--- src/rtl/plsa_pkg.sv ---
package plsa_pkg;

   // field widths fixed by the item format
   localparam int CMD_W   = 2;
   localparam int POS_W   = 7;
   localparam int DATA_W  = 32;
   localparam int COUNT_W = 7;

   // operation codes
   typedef enum logic [CMD_W-1:0] {
      CMD_GET    = 2'd0,
      CMD_INSERT = 2'd1,
      CMD_DELETE = 2'd2
   } cmd_type;

   typedef logic signed [DATA_W-1:0] data_type;

   // broadcast from the control to every cell
   typedef struct packed {
      logic do_insert;
      logic do_delete;
   } cell_ctrl_type;

endpackage

--- src/rtl/plsa_cell.sv ---
module plsa_cell #(
   parameter int IDX_W = 6,
   parameter int INDEX = 0
) (
   input  logic                           clock,
   input  plsa_pkg::cell_ctrl_type        ctrl,
   input  logic [IDX_W-1:0]               pos_idx,
   input  logic signed [plsa_pkg::DATA_W-1:0] ins_value,
   input  logic signed [plsa_pkg::DATA_W-1:0] left_data,
   input  logic signed [plsa_pkg::DATA_W-1:0] right_data,
   output logic signed [plsa_pkg::DATA_W-1:0] data,
   output logic signed [plsa_pkg::DATA_W-1:0] rd_data
);
   import plsa_pkg::*;

   localparam logic [IDX_W-1:0] MY_IDX = IDX_W'(INDEX);

   data_type data_ff;
   data_type data_in;
   logic     hit;
   logic     above;

   assign hit   = (pos_idx == MY_IDX);
   assign above = (MY_IDX > pos_idx);

   // insert: take the new item here, take the left neighbour above it
   // delete: take the right neighbour from the addressed place upwards
   always_comb begin
      data_in = data_ff;
      if (ctrl.do_insert) begin
         if (hit) begin
            data_in = ins_value;
         end else if (above) begin
            data_in = left_data;
         end
      end else if (ctrl.do_delete) begin
         if (hit || above) begin
            data_in = right_data;
         end
      end
   end

   always_ff @(posedge clock) begin
      data_ff <= data_in;
   end

   assign data    = data_ff;
   // masked contents feed the read-out or tree
   assign rd_data = hit ? data_ff : '0;

endmodule
--- config.mk ---
export PLATFORM = sky130hd
export DESIGN_NAME = plsa_cell
export DESIGN_NICKNAME = d
export VERILOG_FILES = /design/src/rtl/plsa_pkg.sv /design/src/rtl/plsa_cell.sv
export SDC_FILE = /design/constraint.sdc
export NUM_CORES = 1
export LEC_CHECK = 0
export CORE_MARGIN = 8
export CORE_UTILIZATION = 57
export CTS_CLUSTER_DIAMETER = 50
export DETAILED_ROUTE_END_ITERATION = 6
export DONT_BUFFER_PORTS = 1
export MAX_ROUTING_LAYER = met4
export PLACE_DENSITY = 0.87
export SYNTH_ARGS = -nofsm -noshare
export SYNTH_HDL_FRONTEND = slang
export SYNTH_SLANG_ARGS = --single-unit
--- constraint.sdc ---
create_clock -name clock -period 3.6 [get_ports clock]
set_clock_uncertainty 0.05 [all_clocks]
set_input_delay 0.36 -clock clock [delete_from_list [all_inputs] [get_ports clock]]
set_output_delay 0.36 -clock clock [all_outputs]
set_load 0.005 [all_outputs]
## Word-level counts from Yosys, hierarchy flattened

Cells that the tools add are included.

| storage, ports and cells | value |
|---|---|
| register bits after elaboration | 32 |
| output and inout port bits | 64 |

| operators by class | value |
|---|---|
| order comparisons | 1 |
| equality and inequality tests | 1 |
| mux-type cells | 6 |
| reductions and logical operators | 5 |

Operator list:

| cell | number |
|---|---|
| 2-to-1 mux 32 bit | 6 |
| greater-than comparator 1 x 6 -> 1 bit (first input constant) | 1 |
| zero test 6 bit | 1 |
| nonzero test 2 bit | 2 |
| inequality test 3 x 1 -> 1 bit (second input constant) | 1 |
| AND reduction 3 bit | 1 |
| logical OR 1 bit | 1 |

## Depth between registers and ports, before layout

| logic depth | value |
|---|---|
| depth after elaboration | 5 |
| gate-level depth with buffers | 4 |

## Worst setup path before layout

No wires, ideal clock.

| timing | value |
|---|---|
| path type | input to register |
| from | in pos_idx[3] |
| to | reg data_ff[0] (netlist: data[0]), enable pin |
| library setup time | 0.461 ns |
| data arrival time | 3.311 ns |
| path slack | -0.222 ns |
| stages on the path | 3 |
| path buffers | 1 |
| path through | or4_4 -> buf_6 -> nor3_1 |

| on the way | value |
|---|---|
| longest elaborated chain between the ends | 4 |
| elaborated cells on any way between the ends | 6 |
| those cells by class | order compare: 1; eq/ne: 1; reduce/logical: 4 |

Ends and longest elaborated chain:

| what | RTL line | RTL |
|---|---|---|
| start, declared | plsa_cell.sv:7 | `input logic [IDX_W-1:0] pos_idx,` |
| greater-than comparator 1 x 6 -> 1 bit / zero test 6 bit (equally long branches) | plsa_cell.sv:24, plsa_cell.sv:23 |  |
| logical OR 1 bit | plsa_cell.sv:37 | `if (hit \|\| above) begin` |
| nonzero test 2 bit (no line) | n/a |  |
| AND reduction 3 bit (no line) (*) | n/a |  |
| end signal, assigned | plsa_cell.sv:44 | `data_ff <= data_in;` |
| end, declared | plsa_cell.sv:18 | `data_type data_ff;` |

Mark *: on every way between the ends. The rest lies on a longest branch, timed or not.
A chain may end at the register's enable or synchronous reset.

## Worst setup path in the final report

| timing | value |
|---|---|
| from | in pos_idx[1] |
| to | out rd_data[9] (netlist name) |

| on the way | value |
|---|---|
| longest elaborated chain between the ends | 2 |

Ends and longest elaborated chain:

| what | RTL line | RTL |
|---|---|---|
| zero test 6 bit | plsa_cell.sv:23 | `assign hit = (pos_idx == MY_IDX);` |
| 2-to-1 mux 32 bit | plsa_cell.sv:49 | `assign rd_data = hit ? data_ff : '0;` |
| end, declared | plsa_cell.sv:12 | `output logic signed [plsa_pkg::DATA_W-1:0] rd_data` |

No other way between the ends.

==> metrics list <==
- The tree is rooted in a sky130_fd_sc_hd__clkbuf_4.
- The first detailed-routing pass took 5 iterations.
- Setup repair after global routing left no endpoint under its margin.
- Power density cells: around 330 mW/mm^2
- Synthesized-area fraction occupied by xor and xnor cells: 0
- Port buffer count: 0
* Initial antenna violation count: 0
* Class of the most critical hold timing path: in -> reg
- Grouping stages by cell kind, the critical path spends the most delay in simple AND/OR/NAND/NOR gates.
- between 150 and 200 I/O pins were placed.
- Share of synthesized area spent on multiplexers: 0
* Yosys reg bits: 32
- For hold timing, the worst endpoint is data[2].
- Derived from the worst setup path, the maximum achievable clock frequency is 518 MHz.
* Worst slew margin relative to its limit: 0.291
- Entering global routing, the biggest net connects 66 pins.
* Placer congestion estimate: approximately 0.84
- In this run the core area contains 22 standard-cell rows.
* Final setup TNS: 0 ns
- The clock period could shrink to slightly below 2 ns.
- Total die area: approximately 0.0058 sq mm
* GRT Total Usage: 0.189
- Post_cts resized: 0
* GRT Residual Overflow: 0
* Register area share after synthesis: 0.467
- Non-filler instance count after layout: about 260
* Width of the die: ~76 microns
- Setup violations remaining at the end of the flow were counted as 0.
* Distinct cells, synth: 21
- Share of cells above drive strength 1: 0.0625
* Total inserted antenna cells: 0
- For this design, the slowest cell found on the critical path is sky130_fd_sc_hd__nor2_4.
- The first global-routing pass estimated a little under 9000 microns of wire.
- Syn nets: between 300 and 400
- Using the TritonRoute via totals, the vias-per-cell ratio works out to between 6 and 7.
- The flow ran to the end, and the final reports show no timing, DRC or antenna violations.
- Critical Path AT: around 1.5 ns
* Post-DP HPWL: roughly 4300 microns
- Final Cell Area: ~0.002 sq mm
- CP Capture Type: primary output
- Max Cap Viol: 0
* Critical setup path kind: in -> out
- Fraction of the mapped netlist area in simple logic gates: 0.259
* Clock-pin slew on the worst setup and hold paths: approximately 0.090 ns
- Once routing completed, OpenROAD measured the worst setup slack at 1.67 ns.
- Synth Cell Area: between 0.002 and 0.0025 sq mm
* Transition at the pin with the smallest max-transition slack: between 1 and 1.5 ns
- After floorplanning, the core was sized to cover 0.00355 sq mm.
* Leakage power figure: about 0.69 nW
- Timing analysis after detailed placement gives a worst setup slack of between 1.5 and 2 ns.
- The signal on the critical path passes through nor2_4 > and3_1.
* CP max FO: 64
* Startpoint Class: input pin
* Count of H-tree levels built during CTS: 2
- Number of flip-flops in the largest register: 32
- By area, the combinational part of the netlist is dominated by simple AND/OR/NAND/NOR gates.
* Max-slew violation total from the final report: 0
- Largest vdd supply drop: about 160 uV
- In the layout the commonest cells are sky130_fd_sc_hd__nor2_1, sky130_fd_sc_hd__nand3_1, sky130_fd_sc_hd__a31oi_1, sky130_fd_sc_hd__and3_1, sky130_fd_sc_hd__edfxtp_1.
- Fraction of the mapped netlist area in compound gates: 0.175
- Averaged over all synthesized cells, the footprint is about 9 sq um.
- Along the worst hold path, the cell count comes to 1.
* Post-route DRC violation count: 0
- Final number of hold-violating endpoints: 0
* Start point of the worst min-delay path: ctrl[1]
- In the synthesized netlist, the number of instances is 223.
- ANT nets after route: 0
- Instance area after placement: 0.00195 sq mm
* # nets final: between 300 and 400
- Critical Path Stages: 2
- Drt wl/cell: between 20 and 25 microns
- For this configuration, the core starts out at a cell density of 0.579.
- Slowest cell delay on critical path: slightly below 0.8 ns
- Total placed cells including tap cells: approximately 250
- The via count of the first global-routing pass was 1740.
* Number of buffers created by CTS: 5
- End-of-flow core utilization: 0.563
- Leaving out fill and tap cells, the most frequent cell in the layout is sky130_fd_sc_hd__nor2_1.
* Total length of routed wires: 5720 microns
- The first routing iteration left 180 violations.
- Sinks on Clock Net: 32
- The design draws 0.662 mW.
- Synthesis Warnings: 0
- TritonCTS built the clock tree.
- The detailed router placed around 1800 vias in this run.
- Die Ht: 76.1 microns
- # hold bufs at CTS: 0
- Max clock buf depth: 2
- STA puts the critical path data required time at approximately 3.2 ns.
- Syn-to-layout area delta: -2.74%
- Synth Area in Adders: 0
- Dividing the final minimum period by the clock period gives 0.536.
* Post-CTS repair timing setup buffer count: 0
* CP bufs+invs: 0
* Final hold slack: around 0.2 ns
synth_stat cells:
cell                             number  area share
sky130_fd_sc_hd__dlygate4sd3_1        1      0.0049
sky130_fd_sc_hd__dlygate4sd1_1        4       0.017
sky130_fd_sc_hd__o21ai_1             13       0.032
sky130_fd_sc_hd__nor4_4               1       0.010
sky130_fd_sc_hd__or4_4                1      0.0055
sky130_fd_sc_hd__dlymetal6s2s_1       1      0.0061
sky130_fd_sc_hd__clkbuf_8             2       0.013
sky130_fd_sc_hd__and3_1              32       0.097
sky130_fd_sc_hd__or2_2                1      0.0030
sky130_fd_sc_hd__buf_1                1      0.0018
sky130_fd_sc_hd__o21ai_0             19       0.046
sky130_fd_sc_hd__a31oi_1             32       0.097
sky130_fd_sc_hd__edfxtp_1            32        0.47
sky130_fd_sc_hd__nor2_1              34       0.062
sky130_fd_sc_hd__buf_2                1      0.0024
sky130_fd_sc_hd__buf_6                6       0.033
sky130_fd_sc_hd__buf_4                1      0.0037
sky130_fd_sc_hd__nor3_1               1      0.0024
sky130_fd_sc_hd__nand3_1             32       0.078
sky130_fd_sc_hd__clkbuf_1             5      0.0091
sky130_fd_sc_hd__clkbuf_2             3      0.0073
where the power goes:
part / switching [mW] / internal [mW] / total, mW
sequential: 0.00266 / 0.417 / 0.419
combinational: 0.0406 / 0.0246 / 0.0652
clock: 0.110 / 0.0680 / 0.178
total: 0.153 / 0.509 / 0.662
cells by family (layout without fill, tap and decap cells):
group / count (synthesis) / after routing
compound gates: 64 / 64
buf+inv: 25 / 10
flops: 32 / 32
simple gates: 102 / 102
worst max path at each step:
stage,startpoint,end,slack (ns)
final,pos_idx[1],rd_data[9],1.67
after global routing,pos_idx[1],rd_data[16],1.59
after CTS,pos_idx[1],rd_data[9],1.70
after detailed placement,pos_idx[3],data[13],1.51
after global placement,pos_idx[3],data[18],1.55
after floorplan,pos_idx[3],data[0],0.74
metal layers:
layer	global-route usage	up-vias	routed length, microns
li1	-	817	-
met5	-	-	0
met1	0.199	815	2080
met2	0.305	122	2960
met4	0.0769	0	78
met3	0.0802	6	606
cell type report:
| type | count | area [sq um] |
|---|---|---|
| Clock inverter | 2 | 7.51 |
| Sequential cell | 32 | 961 |
| Clock buffer | 5 | 37.5 |
| Tap cell | 48 | 60.1 |
| Fill cell | 329 | 1550 |
| Timing Repair Buffer | 3 | 22.5 |
| Multi-Input combinational cell | 166 | 911 |
Note: power is estimated with default switching activity, not from simulation.
